<file path="config.mk">
export PLATFORM = sky130hd
export DESIGN_NAME = selective_repeat_sender_window_top
export DESIGN_NICKNAME = d
export VERILOG_FILES = /design/src/hw/rtl/srsw_pkg.sv /design/src/hw/rtl/selective_repeat_sender_window_top.sv /design/src/hw/rtl/srsw_ram.sv /design/src/hw/rtl/srsw_csr.sv /design/src/hw/rtl/srsw_ctrl.sv /design/src/hw/rtl/srsw_dp.sv
export VERILOG_INCLUDE_DIRS = /design/src /design/src/hw/rtl
export SDC_FILE = /design/constraint.sdc
export NUM_CORES = 2
export LEC_CHECK = 0
export BUFFER_PORTS_ARGS = -buffer_cell sky130_fd_sc_hd__clkbuf_2
export CAP_MARGIN = 20
export CORE_MARGIN = 4
export CORE_UTILIZATION = 65
export CTS_CLUSTER_DIAMETER = 60
export DETAILED_ROUTE_END_ITERATION = 7
export PLACE_DENSITY = 0.92
export SYNTH_ARGS = -nofsm -noshare
export SYNTH_HDL_FRONTEND = slang
export SYNTH_SLANG_ARGS = --single-unit
</file>
<file path="constraint.sdc">
create_clock -name clock -period 26 [get_ports clock]
set_input_delay 2.6 -clock clock [delete_from_list [all_inputs] [get_ports clock]]
set_output_delay 2.6 -clock clock [all_outputs]
set_load 0.02 [all_outputs]
</file>
<file path="src/hw/rtl/selective_repeat_sender_window_top_macros.svh">
// ----------------------------------------------------------------------------
// selective repeat sender window assertion macros
// concurrent assertion helpers used by the datapath rtl file
// ----------------------------------------------------------------------------
`ifndef SELECTIVE_REPEAT_SENDER_WINDOW_TOP_MACROS_SVH
`define SELECTIVE_REPEAT_SENDER_WINDOW_TOP_MACROS_SVH
`ifndef ASSERT_OFF
`define SRSW_ASSERT(name, clk, rst, expr) \
   name: assert property (@(posedge clk) disable iff (rst) (expr)) \
      else $error("assertion failed");
`define SRSW_ASSERT_IMPL(name, clk, rst, ante, cons) \
   name: assert property (@(posedge clk) disable iff (rst) (ante) |-> (cons)) \
      else $error("assertion failed");
`define SRSW_ASSERT_NEXT(name, clk, rst, ante, cons) \
   name: assert property (@(posedge clk) disable iff (rst) (ante) |=> (cons)) \
      else $error("assertion failed");
`else
`define SRSW_ASSERT(name, clk, rst, expr)
`define SRSW_ASSERT_IMPL(name, clk, rst, ante, cons)
`define SRSW_ASSERT_NEXT(name, clk, rst, ante, cons)
`endif
`endif

</file>
<file path="src/hw/rtl/srsw_pkg.sv">
// ----------------------------------------------------------------------------
// srsw package
// widths, codes and shared types of the selective repeat sender window
// ----------------------------------------------------------------------------
package srsw_pkg;

   localparam int WINDOW_DEF = 8;
   localparam int SEQ_W      = 16;
   localparam int TIME_W     = 32;
   localparam int EST_W      = 24;
   localparam int CMD_W      = 3;
   localparam int KIND_W     = 3;
   localparam int CFG_W      = 16;
   localparam int ADDR_W     = 5;
   localparam int REG_W      = 3;
   localparam int DATA_W     = 32;

   localparam logic [CMD_W-1:0] CMD_START = 3'd0;
   localparam logic [CMD_W-1:0] CMD_TICK  = 3'd1;
   localparam logic [CMD_W-1:0] CMD_ACK   = 3'd2;
   localparam logic [CMD_W-1:0] CMD_FILL  = 3'd3;
   localparam logic [CMD_W-1:0] CMD_SCAN  = 3'd4;

   localparam logic [KIND_W-1:0] KIND_NONE    = 3'd0;
   localparam logic [KIND_W-1:0] KIND_SEND    = 3'd1;
   localparam logic [KIND_W-1:0] KIND_RETX    = 3'd2;
   localparam logic [KIND_W-1:0] KIND_ACK_NEW = 3'd3;
   localparam logic [KIND_W-1:0] KIND_ACK_DUP = 3'd4;
   localparam logic [KIND_W-1:0] KIND_ACK_OUT = 3'd5;

   localparam logic [REG_W-1:0] REG_TOTAL    = 3'd0;
   localparam logic [REG_W-1:0] REG_TMO_MIN  = 3'd1;
   localparam logic [REG_W-1:0] REG_TMO_MAX  = 3'd2;
   localparam logic [REG_W-1:0] REG_INIT_RTT = 3'd3;
   localparam logic [REG_W-1:0] REG_INIT_DEV = 3'd4;

   localparam logic [CFG_W-1:0] TOTAL_RST    = 16'd0;
   localparam logic [CFG_W-1:0] TMO_MIN_RST  = 16'd500;
   localparam logic [CFG_W-1:0] TMO_MAX_RST  = 16'd5000;
   localparam logic [CFG_W-1:0] INIT_RTT_RST = 16'd1000;
   localparam logic [CFG_W-1:0] INIT_DEV_RST = 16'd500;

   typedef struct packed {
      logic [CFG_W-1:0] total;
      logic [CFG_W-1:0] tmo_min;
      logic [CFG_W-1:0] tmo_max;
      logic [CFG_W-1:0] init_rtt;
      logic [CFG_W-1:0] init_dev;
   } cfg_type;

   typedef struct packed {
      logic capture;
      logic tick;
      logic load_window;
      logic ack_judge;
      logic ack_sample;
      logic ack_update;
      logic slide_step;
      logic emit_ack;
      logic emit_none;
      logic fill_step;
      logic scan_read;
      logic scan_check;
      logic flush;
   } ctl_type;

   typedef struct packed {
      logic ack_new;
      logic slide_ok;
      logic fill_ok;
      logic scan_more;
   } sts_type;

endpackage

</file>
<file path="src/hw/rtl/selective_repeat_sender_window_top.sv">
// ----------------------------------------------------------------------------
// selective repeat sender window top
// sender window engine: fill, ack, timeout scan and rtt estimation
// ----------------------------------------------------------------------------
// A request is taken when start is high and busy low. Results come out one per
// cycle at most on the rsp_ ports for a single cycle marked by rsp_valid; the
// receiver must take them as they come. Tick gives no result. Ack goes
// through a sample and an update step for a new acknowledgement only, then
// slides the base one slot per step (at most WINDOW slots). Fill issues
// the new sequence numbers one per step. Scan reads each in-flight send
// time from the send time memory through its registered read port, a read
// step and a check step per in-flight slot. The last result of a request
// carries rsp_last.
module selective_repeat_sender_window_top import srsw_pkg::*; #(
   parameter int WINDOW = WINDOW_DEF
) (
   input  logic              clock,
   input  logic              reset,
   input  logic              start,
   output logic              busy,
   input  logic [CMD_W-1:0]  req_command,
   input  logic [SEQ_W-1:0]  req_ack_seq,
   output logic              rsp_valid,
   output logic [KIND_W-1:0] rsp_kind,
   output logic [SEQ_W-1:0]  rsp_seq,
   output logic              rsp_last,
   output logic [SEQ_W-1:0]  rsp_window_base,
   output logic [CFG_W-1:0]  rsp_rto_ms,
   output logic [CFG_W-1:0]  rsp_rtt_sample_ms,
   output logic              rsp_done_res,
   input  logic              psel,
   input  logic              penable,
   input  logic              pwrite,
   input  logic [ADDR_W-1:0] paddr,
   input  logic [DATA_W-1:0] pwdata,
   output logic [DATA_W-1:0] prdata,
   output logic              pready
);

   cfg_type cfg;
   ctl_type ctl;
   sts_type sts;

   srsw_csr u_csr (
      .clock   (clock),
      .reset   (reset),
      .psel    (psel),
      .penable (penable),
      .pwrite  (pwrite),
      .paddr   (paddr),
      .pwdata  (pwdata),
      .prdata  (prdata),
      .pready  (pready),
      .cfg     (cfg)
   );

   srsw_ctrl u_ctrl (
      .clock       (clock),
      .reset       (reset),
      .start       (start),
      .req_command (req_command),
      .sts         (sts),
      .busy        (busy),
      .ctl         (ctl)
   );

   srsw_dp #(
      .WINDOW (WINDOW)
   ) u_dp (
      .clock             (clock),
      .reset             (reset),
      .ctl               (ctl),
      .sts               (sts),
      .req_ack_seq       (req_ack_seq),
      .cfg               (cfg),
      .rsp_valid         (rsp_valid),
      .rsp_kind          (rsp_kind),
      .rsp_seq           (rsp_seq),
      .rsp_last          (rsp_last),
      .rsp_window_base   (rsp_window_base),
      .rsp_rto_ms        (rsp_rto_ms),
      .rsp_rtt_sample_ms (rsp_rtt_sample_ms),
      .rsp_done_res      (rsp_done_res)
   );

endmodule

</file>
<file path="src/hw/rtl/srsw_ram.sv">
// ----------------------------------------------------------------------------
// srsw ram
// generic single write, single read memory with registered read data
// ----------------------------------------------------------------------------
module srsw_ram #(
   parameter int WIDTH = 32,
   parameter int DEPTH = 8
) (
   input  logic                                   clock,
   input  logic                                   wr_en,
   input  logic [((DEPTH > 1) ? $clog2(DEPTH) : 1)-1:0] wr_addr,
   input  logic [WIDTH-1:0]                       wr_data,
   input  logic [((DEPTH > 1) ? $clog2(DEPTH) : 1)-1:0] rd_addr,
   output logic [WIDTH-1:0]                       rd_data
);

   logic [WIDTH-1:0] mem_ff [DEPTH];
   logic [WIDTH-1:0] rd_data_ff;

   always_ff @(posedge clock) begin
      if (wr_en) begin
         mem_ff[wr_addr] <= wr_data;
      end
      rd_data_ff <= mem_ff[rd_addr];
   end

   assign rd_data = rd_data_ff;

endmodule

</file>
<file path="src/hw/rtl/srsw_csr.sv">
// ----------------------------------------------------------------------------
// srsw csr
// apb register file holding the transfer, timeout and rtt estimator settings
// ----------------------------------------------------------------------------
module srsw_csr import srsw_pkg::*; (
   input  logic              clock,
   input  logic              reset,
   input  logic              psel,
   input  logic              penable,
   input  logic              pwrite,
   input  logic [ADDR_W-1:0] paddr,
   input  logic [DATA_W-1:0] pwdata,
   output logic [DATA_W-1:0] prdata,
   output logic              pready,
   output cfg_type           cfg
);

   cfg_type          cfg_ff;
   cfg_type          cfg_in;
   logic [REG_W-1:0] reg_idx;
   logic             wr_en;

   assign reg_idx = paddr[ADDR_W-1:2];
   assign wr_en   = psel && penable && pwrite;
   assign pready  = 1'b1;

   always_comb begin
      cfg_in = cfg_ff;
      if (wr_en) begin
         unique case (reg_idx)
            REG_TOTAL:    cfg_in.total    = pwdata[CFG_W-1:0];
            REG_TMO_MIN:  cfg_in.tmo_min  = pwdata[CFG_W-1:0];
            REG_TMO_MAX:  cfg_in.tmo_max  = pwdata[CFG_W-1:0];
            REG_INIT_RTT: cfg_in.init_rtt = pwdata[CFG_W-1:0];
            REG_INIT_DEV: cfg_in.init_dev = pwdata[CFG_W-1:0];
            default:      cfg_in = cfg_ff;
         endcase
      end
   end

   always_comb begin
      unique case (reg_idx)
         REG_TOTAL:    prdata = {16'd0, cfg_ff.total};
         REG_TMO_MIN:  prdata = {16'd0, cfg_ff.tmo_min};
         REG_TMO_MAX:  prdata = {16'd0, cfg_ff.tmo_max};
         REG_INIT_RTT: prdata = {16'd0, cfg_ff.init_rtt};
         REG_INIT_DEV: prdata = {16'd0, cfg_ff.init_dev};
         default:      prdata = '0;
      endcase
   end

   always_ff @(posedge clock) begin
      if (reset) begin
         cfg_ff.total    <= TOTAL_RST;
         cfg_ff.tmo_min  <= TMO_MIN_RST;
         cfg_ff.tmo_max  <= TMO_MAX_RST;
         cfg_ff.init_rtt <= INIT_RTT_RST;
         cfg_ff.init_dev <= INIT_DEV_RST;
      end else begin
         cfg_ff <= cfg_in;
      end
   end

   assign cfg = cfg_ff;

endmodule

</file>
<file path="src/hw/rtl/srsw_ctrl.sv">
// ----------------------------------------------------------------------------
// srsw controller
// sequences start, tick, ack, fill and scan requests over the datapath
// ----------------------------------------------------------------------------
module srsw_ctrl import srsw_pkg::*; (
   input  logic             clock,
   input  logic             reset,
   input  logic             start,
   input  logic [CMD_W-1:0] req_command,
   input  sts_type          sts,
   output logic             busy,
   output ctl_type          ctl
);

   typedef enum logic [3:0] {
      S_IDLE, S_START, S_START_RSP, S_ACK_RD, S_ACK_SAMP, S_ACK_UPD,
      S_SLIDE, S_FILL, S_SCAN_RD, S_SCAN_CHK
   } state_type;

   state_type state_ff;
   state_type state_in;

   always_comb begin
      ctl      = '0;
      state_in = state_ff;
      unique case (state_ff)
         S_IDLE: begin
            if (start) begin
               ctl.capture = 1'b1;
               unique case (req_command)
                  CMD_START: state_in = S_START;
                  CMD_TICK:  ctl.tick = 1'b1;
                  CMD_ACK:   state_in = S_ACK_RD;
                  CMD_FILL:  state_in = S_FILL;
                  CMD_SCAN:  state_in = S_SCAN_RD;
                  default:   state_in = S_IDLE;
               endcase
            end
         end
         S_START: begin
            ctl.load_window = 1'b1;
            state_in = S_START_RSP;
         end
         S_START_RSP: begin
            ctl.emit_none = 1'b1;
            state_in = S_IDLE;
         end
         S_ACK_RD: begin
            ctl.ack_judge = 1'b1;
            state_in = sts.ack_new ? S_ACK_SAMP : S_SLIDE;
         end
         S_ACK_SAMP: begin
            ctl.ack_sample = 1'b1;
            state_in = S_ACK_UPD;
         end
         S_ACK_UPD: begin
            ctl.ack_update = 1'b1;
            state_in = S_SLIDE;
         end
         S_SLIDE: begin
            if (sts.slide_ok) begin
               ctl.slide_step = 1'b1;
            end else begin
               ctl.emit_ack = 1'b1;
               state_in = S_IDLE;
            end
         end
         S_FILL: begin
            if (sts.fill_ok) begin
               ctl.fill_step = 1'b1;
            end else begin
               ctl.flush = 1'b1;
               state_in = S_IDLE;
            end
         end
         S_SCAN_RD: begin
            if (sts.scan_more) begin
               ctl.scan_read = 1'b1;
               state_in = S_SCAN_CHK;
            end else begin
               ctl.flush = 1'b1;
               state_in = S_IDLE;
            end
         end
         S_SCAN_CHK: begin
            ctl.scan_check = 1'b1;
            state_in = S_SCAN_RD;
         end
         default: state_in = S_IDLE;
      endcase
   end

   always_ff @(posedge clock) begin
      if (reset) begin
         state_ff <= S_IDLE;
      end else begin
         state_ff <= state_in;
      end
   end

   assign busy = (state_ff != S_IDLE);

endmodule

</file>
<file path="src/hw/rtl/srsw_dp.sv">
// ----------------------------------------------------------------------------
// srsw datapath
// window pointers, acked bits, send times, rtt estimator and result register
// ----------------------------------------------------------------------------
`include "selective_repeat_sender_window_top_macros.svh"
module srsw_dp import srsw_pkg::*; #(
   parameter int WINDOW = WINDOW_DEF
) (
   input  logic              clock,
   input  logic              reset,
   input  ctl_type           ctl,
   output sts_type           sts,
   input  logic [SEQ_W-1:0]  req_ack_seq,
   input  cfg_type           cfg,
   output logic              rsp_valid,
   output logic [KIND_W-1:0] rsp_kind,
   output logic [SEQ_W-1:0]  rsp_seq,
   output logic              rsp_last,
   output logic [SEQ_W-1:0]  rsp_window_base,
   output logic [CFG_W-1:0]  rsp_rto_ms,
   output logic [CFG_W-1:0]  rsp_rtt_sample_ms,
   output logic              rsp_done_res
);

   localparam int SLOT_W = (WINDOW > 1) ? $clog2(WINDOW) : 1;
   localparam int CNT_W  = SLOT_W + 1;
   localparam logic [CNT_W-1:0]  WIN_CNT  = CNT_W'(WINDOW);
   localparam logic [SLOT_W-1:0] SLOT_TOP = SLOT_W'(WINDOW - 1);

   logic [TIME_W-1:0] now_ff, now_in;
   logic [SEQ_W-1:0]  base_ff, base_in, next_ff, next_in;
   logic [SLOT_W-1:0] base_slot_ff, base_slot_in, next_slot_ff, next_slot_in;
   logic [WINDOW-1:0] acked_ff, acked_in;
   logic [EST_W-1:0]  est_ff, est_in, dev_ff, dev_in;
   logic [SEQ_W-1:0]  ack_seq_ff, ack_seq_in;
   logic [KIND_W-1:0] ack_kind_ff, ack_kind_in;
   logic [CFG_W-1:0]  sample_ff, sample_in;
   logic [SEQ_W-1:0]  scan_seq_ff, scan_seq_in;
   logic [SLOT_W-1:0] scan_slot_ff, scan_slot_in;
   logic [CNT_W-1:0]  slide_cnt_ff, slide_cnt_in;
   logic              pend_valid_ff, pend_valid_in;
   logic [KIND_W-1:0] pend_kind_ff, pend_kind_in;
   logic [SEQ_W-1:0]  pend_seq_ff, pend_seq_in;
   logic              rsp_valid_ff, rsp_valid_in;
   logic [KIND_W-1:0] rsp_kind_ff, rsp_kind_in;
   logic [SEQ_W-1:0]  rsp_seq_ff, rsp_seq_in;
   logic              rsp_last_ff, rsp_last_in;
   logic [SEQ_W-1:0]  rsp_base_ff, rsp_base_in;
   logic [CFG_W-1:0]  rsp_tmo_ff, rsp_tmo_in;
   logic [CFG_W-1:0]  rsp_sample_ff, rsp_sample_in;
   logic              rsp_done_ff, rsp_done_in;

   logic [SEQ_W-1:0]  ack_off;
   logic [CNT_W-1:0]  ack_sum;
   logic [SLOT_W-1:0] ack_idx;
   logic              in_window;
   logic [EST_W-1:0]  tmo_raw, tmo_lo, tmo_cl;
   logic [CFG_W-1:0]  tmo_cur;
   logic [TIME_W-1:0] ram_rdata, elapsed;
   logic [SLOT_W-1:0] ram_waddr, ram_raddr;
   logic              ram_wen;
   logic              scan_hit, push;
   logic [KIND_W-1:0] push_kind;
   logic [SEQ_W-1:0]  push_seq;
   logic [EST_W-1:0]  s8, diff;

   // slot of the acknowledged sequence number, relative to the base slot
   assign ack_off   = ack_seq_ff - base_ff;
   assign ack_sum   = {1'b0, base_slot_ff} + ack_off[CNT_W-1:0];
   assign ack_idx   = (ack_sum >= WIN_CNT) ? SLOT_W'(ack_sum - WIN_CNT)
                                          : ack_sum[SLOT_W-1:0];
   assign in_window = (ack_seq_ff >= base_ff) && (ack_seq_ff < next_ff);

   // retransmit timeout: estimate plus four deviations, clamped
   assign tmo_raw = {3'd0, est_ff[EST_W-1:3]} + dev_ff;
   assign tmo_lo  = (tmo_raw < {8'd0, cfg.tmo_min}) ? {8'd0, cfg.tmo_min} : tmo_raw;
   assign tmo_cl  = (tmo_lo > {8'd0, cfg.tmo_max}) ? {8'd0, cfg.tmo_max} : tmo_lo;
   assign tmo_cur = tmo_cl[CFG_W-1:0];

   assign elapsed  = now_ff - ram_rdata;
   assign scan_hit = !acked_ff[scan_slot_ff] && (elapsed > {16'd0, tmo_cur});
   assign s8       = {5'd0, sample_ff, 3'd0};
   assign diff     = (s8 >= est_ff) ? (s8 - est_ff) : (est_ff - s8);

   assign ram_wen   = ctl.fill_step || (ctl.scan_check && scan_hit);
   assign ram_waddr = ctl.fill_step ? next_slot_ff : scan_slot_ff;
   assign ram_raddr = ctl.scan_read ? scan_slot_ff : ack_idx;

   srsw_ram #(
      .WIDTH (TIME_W),
      .DEPTH (WINDOW)
   ) u_send_time (
      .clock   (clock),
      .wr_en   (ram_wen),
      .wr_addr (ram_waddr),
      .wr_data (now_ff),
      .rd_addr (ram_raddr),
      .rd_data (ram_rdata)
   );

   assign push      = ram_wen;
   assign push_kind = ctl.fill_step ? KIND_SEND : KIND_RETX;
   assign push_seq  = ctl.fill_step ? next_ff : scan_seq_ff;

   assign sts.ack_new   = in_window && !acked_ff[ack_idx];
   assign sts.slide_ok  = (ack_kind_ff != KIND_ACK_OUT) && acked_ff[base_slot_ff]
                          && (base_ff < cfg.total) && (slide_cnt_ff < WIN_CNT);
   assign sts.fill_ok   = ({1'b0, next_ff} < ({1'b0, base_ff} + 17'(WINDOW)))
                          && (next_ff < cfg.total);
   assign sts.scan_more = scan_seq_ff < next_ff;

   always_comb begin
      now_in       = now_ff;
      base_in      = base_ff;
      next_in      = next_ff;
      base_slot_in = base_slot_ff;
      next_slot_in = next_slot_ff;
      acked_in     = acked_ff;
      est_in       = est_ff;
      dev_in       = dev_ff;
      ack_seq_in   = ack_seq_ff;
      ack_kind_in  = ack_kind_ff;
      sample_in    = sample_ff;
      scan_seq_in  = scan_seq_ff;
      scan_slot_in = scan_slot_ff;
      slide_cnt_in = slide_cnt_ff;
      if (ctl.capture) begin
         ack_seq_in   = req_ack_seq;
         sample_in    = '0;
         scan_seq_in  = base_ff;
         scan_slot_in = base_slot_ff;
         slide_cnt_in = '0;
      end
      if (ctl.tick) begin
         now_in = now_ff + 32'd1;
      end
      if (ctl.load_window) begin
         base_in      = '0;
         next_in      = '0;
         base_slot_in = '0;
         next_slot_in = '0;
         acked_in     = '0;
         est_in       = {5'd0, cfg.init_rtt, 3'd0};
         dev_in       = {6'd0, cfg.init_dev, 2'd0};
      end
      if (ctl.ack_judge) begin
         priority if (!in_window) begin
            ack_kind_in = KIND_ACK_OUT;
         end else if (acked_ff[ack_idx]) begin
            ack_kind_in = KIND_ACK_DUP;
         end else begin
            ack_kind_in = KIND_ACK_NEW;
         end
      end
      if (ctl.ack_sample) begin
         acked_in[ack_idx] = 1'b1;
         sample_in = (|elapsed[TIME_W-1:16]) ? 16'hFFFF : elapsed[15:0];
      end
      if (ctl.ack_update) begin
         dev_in = dev_ff - {2'd0, dev_ff[EST_W-1:2]} + {3'd0, diff[EST_W-1:3]};
         est_in = est_ff - {3'd0, est_ff[EST_W-1:3]} + {8'd0, sample_ff};
      end
      if (ctl.slide_step) begin
         acked_in[base_slot_ff] = 1'b0;
         base_in      = base_ff + 16'd1;
         base_slot_in = (base_slot_ff == SLOT_TOP) ? '0 : base_slot_ff + 1'b1;
         slide_cnt_in = slide_cnt_ff + 1'b1;
      end
      if (ctl.fill_step) begin
         acked_in[next_slot_ff] = 1'b0;
         next_in      = next_ff + 16'd1;
         next_slot_in = (next_slot_ff == SLOT_TOP) ? '0 : next_slot_ff + 1'b1;
      end
      if (ctl.scan_check) begin
         scan_seq_in  = scan_seq_ff + 16'd1;
         scan_slot_in = (scan_slot_ff == SLOT_TOP) ? '0 : scan_slot_ff + 1'b1;
      end
   end

   // one result held back so the final one can carry last
   always_comb begin
      pend_valid_in = pend_valid_ff;
      pend_kind_in  = pend_kind_ff;
      pend_seq_in   = pend_seq_ff;
      rsp_valid_in  = 1'b0;
      rsp_kind_in   = KIND_NONE;
      rsp_seq_in    = '0;
      rsp_last_in   = 1'b1;
      rsp_sample_in = '0;
      rsp_base_in   = base_ff;
      rsp_tmo_in    = tmo_cur;
      rsp_done_in   = base_ff >= cfg.total;
      if (ctl.capture) begin
         pend_valid_in = 1'b0;
      end
      priority if (ctl.emit_none) begin
         rsp_valid_in = 1'b1;
      end else if (ctl.emit_ack) begin
         rsp_valid_in  = 1'b1;
         rsp_kind_in   = ack_kind_ff;
         rsp_seq_in    = ack_seq_ff;
         rsp_sample_in = sample_ff;
      end else if (ctl.flush) begin
         rsp_valid_in  = 1'b1;
         pend_valid_in = 1'b0;
         if (pend_valid_ff) begin
            rsp_kind_in = pend_kind_ff;
            rsp_seq_in  = pend_seq_ff;
         end
      end else if (push) begin
         rsp_valid_in  = pend_valid_ff;
         rsp_kind_in   = pend_kind_ff;
         rsp_seq_in    = pend_seq_ff;
         rsp_last_in   = 1'b0;
         pend_valid_in = 1'b1;
         pend_kind_in  = push_kind;
         pend_seq_in   = push_seq;
      end else begin
         rsp_valid_in = 1'b0;
      end
   end

   always_ff @(posedge clock) begin
      if (reset) begin
         now_ff        <= '0;
         base_ff       <= '0;
         next_ff       <= '0;
         base_slot_ff  <= '0;
         next_slot_ff  <= '0;
         acked_ff      <= '0;
         est_ff        <= {5'd0, INIT_RTT_RST, 3'd0};
         dev_ff        <= {6'd0, INIT_DEV_RST, 2'd0};
         scan_seq_ff   <= '0;
         scan_slot_ff  <= '0;
         slide_cnt_ff  <= '0;
         ack_kind_ff   <= KIND_ACK_OUT;
         pend_valid_ff <= 1'b0;
         rsp_valid_ff  <= 1'b0;
      end else begin
         now_ff        <= now_in;
         base_ff       <= base_in;
         next_ff       <= next_in;
         base_slot_ff  <= base_slot_in;
         next_slot_ff  <= next_slot_in;
         acked_ff      <= acked_in;
         est_ff        <= est_in;
         dev_ff        <= dev_in;
         scan_seq_ff   <= scan_seq_in;
         scan_slot_ff  <= scan_slot_in;
         slide_cnt_ff  <= slide_cnt_in;
         ack_kind_ff   <= ack_kind_in;
         pend_valid_ff <= pend_valid_in;
         rsp_valid_ff  <= rsp_valid_in;
      end
   end

   always_ff @(posedge clock) begin
      ack_seq_ff    <= ack_seq_in;
      sample_ff     <= sample_in;
      pend_kind_ff  <= pend_kind_in;
      pend_seq_ff   <= pend_seq_in;
      rsp_kind_ff   <= rsp_kind_in;
      rsp_seq_ff    <= rsp_seq_in;
      rsp_last_ff   <= rsp_last_in;
      rsp_base_ff   <= rsp_base_in;
      rsp_tmo_ff    <= rsp_tmo_in;
      rsp_sample_ff <= rsp_sample_in;
      rsp_done_ff   <= rsp_done_in;
   end

   assign rsp_valid         = rsp_valid_ff;
   assign rsp_kind          = rsp_kind_ff;
   assign rsp_seq           = rsp_seq_ff;
   assign rsp_last          = rsp_last_ff;
   assign rsp_window_base   = rsp_base_ff;
   assign rsp_rto_ms        = rsp_tmo_ff;
   assign rsp_rtt_sample_ms = rsp_sample_ff;
   assign rsp_done_res      = rsp_done_ff;

   `SRSW_ASSERT(a_window_span, clock, reset, ({1'b0, next_ff} - {1'b0, base_ff}) <= 17'(WINDOW))
   `SRSW_ASSERT_IMPL(a_none_is_last, clock, reset, rsp_valid_ff && (rsp_kind_ff == KIND_NONE), rsp_last_ff)
   `SRSW_ASSERT_NEXT(a_fill_advances, clock, reset, ctl.fill_step, next_ff == $past(next_ff) + 16'd1)
   `SRSW_ASSERT_NEXT(a_flush_drains, clock, reset, ctl.flush, rsp_valid_ff && rsp_last_ff && !pend_valid_ff)

endmodule

</file>
==> Word-level counts from Yosys, hierarchy flattened <==
Memory sizes are Yosys's and may differ from the RTL's. A register that Yosys moved wholly into a read port is not among the register bits.
Cells that the tools add are included.
{ "totals": {"reg_bits": 358, "ramBits": 256, "output_inout_bits": 104, "word_cells": 236, "memories": 1} }
{ "memory_table": {"columns": ["name", "depth", "width", "rd", "rd_ports_with_merged_regs", "wr", "line", "source"], "rows": [
  ["u_dp.u_send_time.mem_ff", 8, 32, 1, 1, 1, "srsw_ram.sv:17", "logic [WIDTH-1:0] mem_ff [DEPTH];"]
]} }
{ "op_classes": {"add_sub_neg": 20, "order_cmp": 20, "eq_ne": 25, "muxes": 95, "bitwise": 8, "n_reduce_logical": 36} }
{ "ops": {"columns": ["op", "n"], "rows": [
  ["16-bit two-way mux", 14],
  ["24-bit two-way mux", 6],
  ["16-bit case mux with 5 select lines", 1],
  ["16-bit < comparator", 4],
  ["3-bit two-way mux", 17],
  ["16-bit by 1-bit adder with 16-bit output (second input constant)", 3],
  ["4-bit case mux with 9 select lines", 1],
  ["1-bit two-way mux", 33],
  ["32-bit by 1-bit adder with 32-bit output (second input constant)", 1],
  ["16-bit greater-or-equal comparator", 2],
  ["32-bit by 16-bit > comparator with 1-bit output", 1],
  ["8-bit two-way mux", 4],
  ["32-bit subtractor", 1],
  ["21-bit by 24-bit adder with 24-bit output", 1],
  ["24-bit by 16-bit adder with 24-bit output", 1],
  ["24-bit by 21-bit adder with 24-bit output", 1],
  ["19-bit by 24-bit greater-or-equal comparator with 1-bit output", 1],
  ["24-bit by 16-bit > comparator with 1-bit output", 1],
  ["24-bit by 16-bit < comparator with 1-bit output", 1],
  ["4-bit two-way mux", 6],
  ["19-bit by 24-bit subtractor with 24-bit output", 1],
  ["24-bit by 19-bit subtractor with 24-bit output", 1],
  ["24-bit by 21-bit subtractor with 24-bit output", 1],
  ["24-bit by 22-bit subtractor with 24-bit output", 1],
  ["41 further kinds", 100]
]} }

==> Logic depth before layout (Yosys ltp) <==
{ "depth": {"ltp_word": 14, "depth_mapped": 46, "ltp_nobuf": 41} }

==> Modules after synthesis <==
A second synthesis with hierarchy kept.
{ "hier_totals": {"cells_unflattened": 3562, "area_unflattened_um2": 37681.1} }
{ "modules_own_cells": {"columns": ["mod", "instances", "cells_each", "area_each_um2"], "rows": [
  ["srsw_dp", 1, 2676, 22848.2],
  ["srsw_ram", 1, 415, 10466.3],
  ["srsw_csr", 1, 406, 3928.8],
  ["srsw_ctrl", 1, 65, 437.9]
]} }

==> Worst setup path after synthesis <==
Ideal clock, no wire load.
{ "synth_path": {"path_type": "register to register", "from": "reg u_dp.dev_ff[1]", "to": "mem u_dp.u_send_time.mem_ff[0][0] (enable)", "setup_ps": 461, "arrival_time_ps": 9737, "required_ps": 25539, "setup_slack_ps": 15802, "stages_incl_launch_ff": 44, "n_path_buf": 5, "path_cell_list": "dfxtp_1 ha_1 a211o_1 a21oi_1 o21ai_1 a31o_1 a21o_1 a31o_2 a21o_1 a21oi_1 xnor2_1 ha_1 nand4_1 nor4_1 or3_1 clkbuf_1 nand2b_1 buf_2 [... 8 more ...] a221oi_1 a21o_1 nand2_1 buf_2 mux2i_1 ha_1 nor2b_1 o21a_1 o21a_1 o211ai_1 a21boi_0 o21a_1 o21ai_0 a22o_1 nand3_1 o21ai_0 buf_2 nor3_1"} }
{ "synth_between": {"elab_chain_len": 11} }
{ "synth_rtl": {"columns": ["element", "line", "source"], "rows": [
  ["start: declaration", "srsw_dp.sv:34", "logic [EST_W-1:0] est_ff, est_in, dev_ff, dev_in;"],
  ["start signal: assignment", "srsw_dp.sv:232", "dev_ff <= {6'd0, INIT_DEV_RST, 2'd0};"],
  ["start signal: assignment", "srsw_dp.sv:247", "dev_ff <= dev_in;"],
  ["21-bit by 24-bit adder with 24-bit output *", "srsw_dp.sv:75", "assign tmo_raw = {3'd0, est_ff[EST_W-1:3]} + dev_ff;"],
  ["24-bit by 16-bit < comparator with 1-bit output", "srsw_dp.sv:76", "assign tmo_lo = (tmo_raw < {8'd0, cfg.tmo_min}) ? {8'd0, cfg.tmo_min} : tmo_raw;"],
  ["24-bit two-way mux *", "srsw_dp.sv:76", null],
  ["24-bit by 16-bit > comparator with 1-bit output", "srsw_dp.sv:77", "assign tmo_cl = (tmo_lo > {8'd0, cfg.tmo_max}) ? {8'd0, cfg.tmo_max} : tmo_lo;"],
  ["16-bit two-way mux *", "srsw_dp.sv:77", null],
  ["32-bit by 16-bit > comparator with 1-bit output *", "srsw_dp.sv:81", "assign scan_hit = !acked_ff[scan_slot_ff] && (elapsed > {16'd0, tmo_cur});"],
  ["1-bit logical AND *", "srsw_dp.sv:81", null],
  ["1-bit logical AND *", "srsw_dp.sv:85", "assign ram_wen = ctl.fill_step || (ctl.scan_check && scan_hit);"],
  ["1-bit logical OR *", "srsw_dp.sv:85", null],
  ["1-bit two-way mux *", "srsw_ram.sv:21", "if (wr_en) begin"],
  ["1-bit two-way mux (implied by the code) *", "srsw_ram.sv:22", "mem_ff[wr_addr] <= wr_data;"],
  ["end: declaration", "srsw_ram.sv:17", null]
]} }
Every way passes the cells marked *; elsewhere a longest branch is shown, timed or not.

==> Worst setup path in the final report <==
{ "layout_path": {"from": "reg u_dp.est_ff[4]", "to": "reg u_dp.pend_seq_ff[12] (enable)"} }
{ "layout_between": {"elab_chain_len": 10} }
{ "layout_rtl": {"columns": ["element", "line", "source"], "rows": [
  ["start: declaration", "srsw_dp.sv:34", null],
  ["start signal: assignment", "srsw_dp.sv:231", "est_ff <= {5'd0, INIT_RTT_RST, 3'd0};"],
  ["start signal: assignment", "srsw_dp.sv:246", "est_ff <= est_in;"],
  ["21-bit by 24-bit adder with 24-bit output *", "srsw_dp.sv:75", null],
  ["24-bit by 16-bit < comparator with 1-bit output", "srsw_dp.sv:76", null],
  ["24-bit two-way mux *", "srsw_dp.sv:76", null],
  ["24-bit by 16-bit > comparator with 1-bit output", "srsw_dp.sv:77", null],
  ["16-bit two-way mux *", "srsw_dp.sv:77", null],
  ["32-bit by 16-bit > comparator with 1-bit output *", "srsw_dp.sv:81", null],
  ["1-bit logical AND *", "srsw_dp.sv:81", null],
  ["1-bit logical AND *", "srsw_dp.sv:85", null],
  ["1-bit logical OR *", "srsw_dp.sv:85", null],
  ["4-bit AND reduction (no source line) *", null, null],
  ["end signal: assignment", "srsw_dp.sv:261", "pend_seq_ff <= pend_seq_in;"],
  ["end: declaration", "srsw_dp.sv:43", "logic [SEQ_W-1:0] pend_seq_ff, pend_seq_in;"]
]} }
Marked as above.
A chain may end at the register's enable or synchronous reset.

==> reports/metrics.yaml <==
status: "finished clean"
reg2reg_from: "u_dp.est_ff[4]$_SDFFE_PP0P_"
port_buffers: 130
cp.arrival_ps: 11030
die-height_um: 247
ir_worst_vdd_mv: 0.0864
hold_path_depth: 1
ant_nets: 0
yosysMostFrequentCell: "dfxtp_1"
track_usage: 0.342
yosysWarnings: 0
nNetsFinal: 4243
rsz0062_at_grt: "no"
ctsResizeCount: 0
synth_area_leader_cell: "edfxtp_1"
postCtsSetupBuffers: 0
layout-drive-gt1-share: 0.0941
design.core.area_um2: 56500
setup_viol: 0
yosys.area_share.simple: 0.122
leakage_nw: 16.2
dieArea_um2: 61100
grt_overflow_total: 0
maxUsedRoutingLayer: "met5"
holdCritStartpoint: "u_dp.pend_seq_ff[0]$_DFFE_PP_"
met3_length_mm: 11.1
cp-start-kind: "flip-flop"
routabilityCongestion: 0.980
cts_tree: "yes"
wl_met1_mm: 39.1
vias_per_cell: 6.60
ff2ff_setup_slack_ps: 15180
synth_compound_area_frac: 0.157
fillers: 3780
avgRoutedWirePerCell_um: 22.9
cts_root_buf: "clkbuf_16"
synth-xor-area-share: 0.0325
final_area_um2: 40700
synth_area_leaders: "edfxtp_1, dfxtp_1, ha_1"
synth_common_cells: "dfxtp_1, nand2_1, a21oi_1"
hold_buffers: 0
yosys_most_used_dff: "dfxtp_1"
ios: 166
final_core_util: 0.721
setup_tns_ps: 0
synth.distinct_cells: 91
row_count: 87
cts.sinks: 645
synth_top_family_by_area: "compound AO/OA/AOI/OAI gates"
grt_pass1_wl_mm: 165
antenna_cells: 0
seq_area_um2: 16000
antenna_found_initial: 1
crit_top_cell: "a21o_1"
hold-path-endpoint: "u_dp.rsp_seq[0]$_SDFF_PP0_"
synth_top_cell_area_share: 0.247
insertion_delay_ps: 630
maxCapViolCount: 0
synthMuxAreaShare: 0.0910
synth-seq-cells: 645
drt_iter0_markers: 4183
remaining_drc_errors: 0
synth_area_per_cell_um2: 9.89
async_reset_ff_frac: 0
path_clk_slew_ps: 60
timing.final.crit_period_ps: 10820
synth_fa_ha_area_frac: 0.121
required_ps: 26210
dr_total_vias: 30739
hold_viol: 0
grt_pass1_vias: 30069
place_area_um2: 38500
cellPowerDensity_nw_per_um2: 66.0
crit_slowest_cell: "nand2b_1"
slew_headroom: 0.297
cpPeakStageDelay_ps: 720
min_path_type: "flip-flop to flip-flop"
ctsLongestPathBuffers: 3
syn_area_um2: 37200
finClkSkew_ps: 33.5
tightestPinTransition_ps: 1050
htreeDepth: 3
ys_seq_area_frac: 0.430
multi_input_area_um2: 19600
syn-instance-count: 3761
numCtsBuffers: 70
final_max_slew_viol_count: 0
routed_wl_mm: 107
synth-edff-count: 306
worstSetupPathType: "flip-flop to flip-flop"
dpl.hpwl_mm: 73.5
reg2reg_depth: 41
cp-end-kind: "flip-flop"
clock.fmax_mhz: 92.4
r2r_end: "u_dp.pend_seq_ff[12]$_DFFE_PP_"
wl_met2_mm: 49.0
cp_max_fo: 30
die_w_um: 247
start_util: 0.658
area_growth_pct: 9.57
grt_max_degree: 129
dr.pass1.iters: 8
fin_crit_sh: 0.416
## area by class of cell
class	instances	area share
inverters	267	0.0246
repair buffers	171	0.0240
flip-flops and latches	645	0.392
clock inverters	32	0.00771
clock buffers	93	0.0474
multi-input cells	2692	0.481
well taps	756	0.0232
## kinds of logic after synthesis
logic type,after synthesis
other,2
adder cells (fa/ha/maj),334
XOR/XNOR,138
AND/OR/NAND/NOR,977
buffers and inverters,439
AO/OA/AOI/OAI,903
flip-flops,645
multiplexers,323
## per-stage QoR
step / total power, mW / setup slack (ps) / hold slack, ps / cells
finish: 2.69 / 15180 / 458 / 4656
global placement: 1.69 / 14840 / 441 / 4530
floorplan: 1.56 / 15800 / 353 / 3776
detailed placement: 1.70 / 14660 / 445 / 4530
CTS: 2.68 / 14540 / 462 / 4655
global route: 2.79 / 14640 / 470 / 4656
## cells in the final DEF (no fill, tap or decap), types with 42 or more instances in the layout
cell type | netlist | final
inv_1 | 266 | 266
mux2_2 | 51 | 51
nor3_1 | 68 | 59
clkbuf_16 | 0 | 74
nor2_1 | 253 | 252
xor2_1 | 71 | 71
edfxtp_1 | 306 | 306
ha_1 | 292 | 292
clkbuf_2 | 0 | 129
nand3_1 | 104 | 104
fa_1 | 42 | 42
a21oi_1 | 309 | 309
mux2i_1 | 238 | 235
dfxtp_1 | 339 | 339
a21o_1 | 94 | 94
xnor2_1 | 67 | 67
nand2_1 | 331 | 331
o21ai_0 | 137 | 136
## report_power, final
group / switching, mW / leakage [nW] / internal, mW
logic: 0.370 / 10.1 / 0.248
clock network: 0.424 / 1.09 / 0.560
registers: 0.0153 / 5.04 / 1.07
## worst max-delay path: cells and delay by family, from the launching register on
kind            cells  cell delay (ps)
fa+ha+maj           4             1240
flops               1              460
buf+inv             3              990
simple gates        6             1780
compound gates     25             4650
mux                 2              910
xor+xnor            1              340
## sequential cells by signal (all words and copies together) (netlist names), 24 cells and up
name / flops
u_csr.cfg: 80
u_dp.now_ff: 32
u_dp.u_send_time.mem_ff: 256
u_dp.est_ff: 24
u_dp.u_send_time.rd_data: 32
u_dp.dev_ff: 24
## worst max path at each step
stage / startpoint / end / slack [ps] / depth (start not counted)
6_report: u_dp.est_ff[4]$_SDFFE_PP0P_ / u_dp.pend_seq_ff[12]$_DFFE_PP_ / 15180 / 41
5_1_grt: u_dp.est_ff[4]$_SDFFE_PP0P_ / u_dp.pend_seq_ff[11]$_DFFE_PP_ / 14640 / 41
4_1_cts: u_dp.est_ff[4]$_SDFFE_PP0P_ / u_dp.pend_seq_ff[13]$_DFFE_PP_ / 14540 / 40
3_5_place_dp: u_dp.est_ff[4]$_SDFFE_PP0P_ / u_dp.pend_seq_ff[12]$_DFFE_PP_ / 14660 / 39
3_3_place_gp: u_dp.est_ff[4]$_SDFFE_PP0P_ / u_dp.pend_seq_ff[13]$_DFFE_PP_ / 14840 / 40
2_1_floorplan: u_dp.dev_ff[1]$_SDFFE_PP0P_ / u_dp.u_send_time.mem_ff[0][0]$_DFFE_PP_ / 15800 / 43
## layer usage
| metal | track usage | vias up |
|---|---|---|
| met3 | 0.0762 | 490 |
| met2 | 0.547 | 1987 |
| li1 | - | 13799 |
| met5 | 0 | - |
| met4 | 0.201 | 2 |
| met1 | 0.429 | 14461 |
No activity file was read; power rests on OpenSTA's default activity.
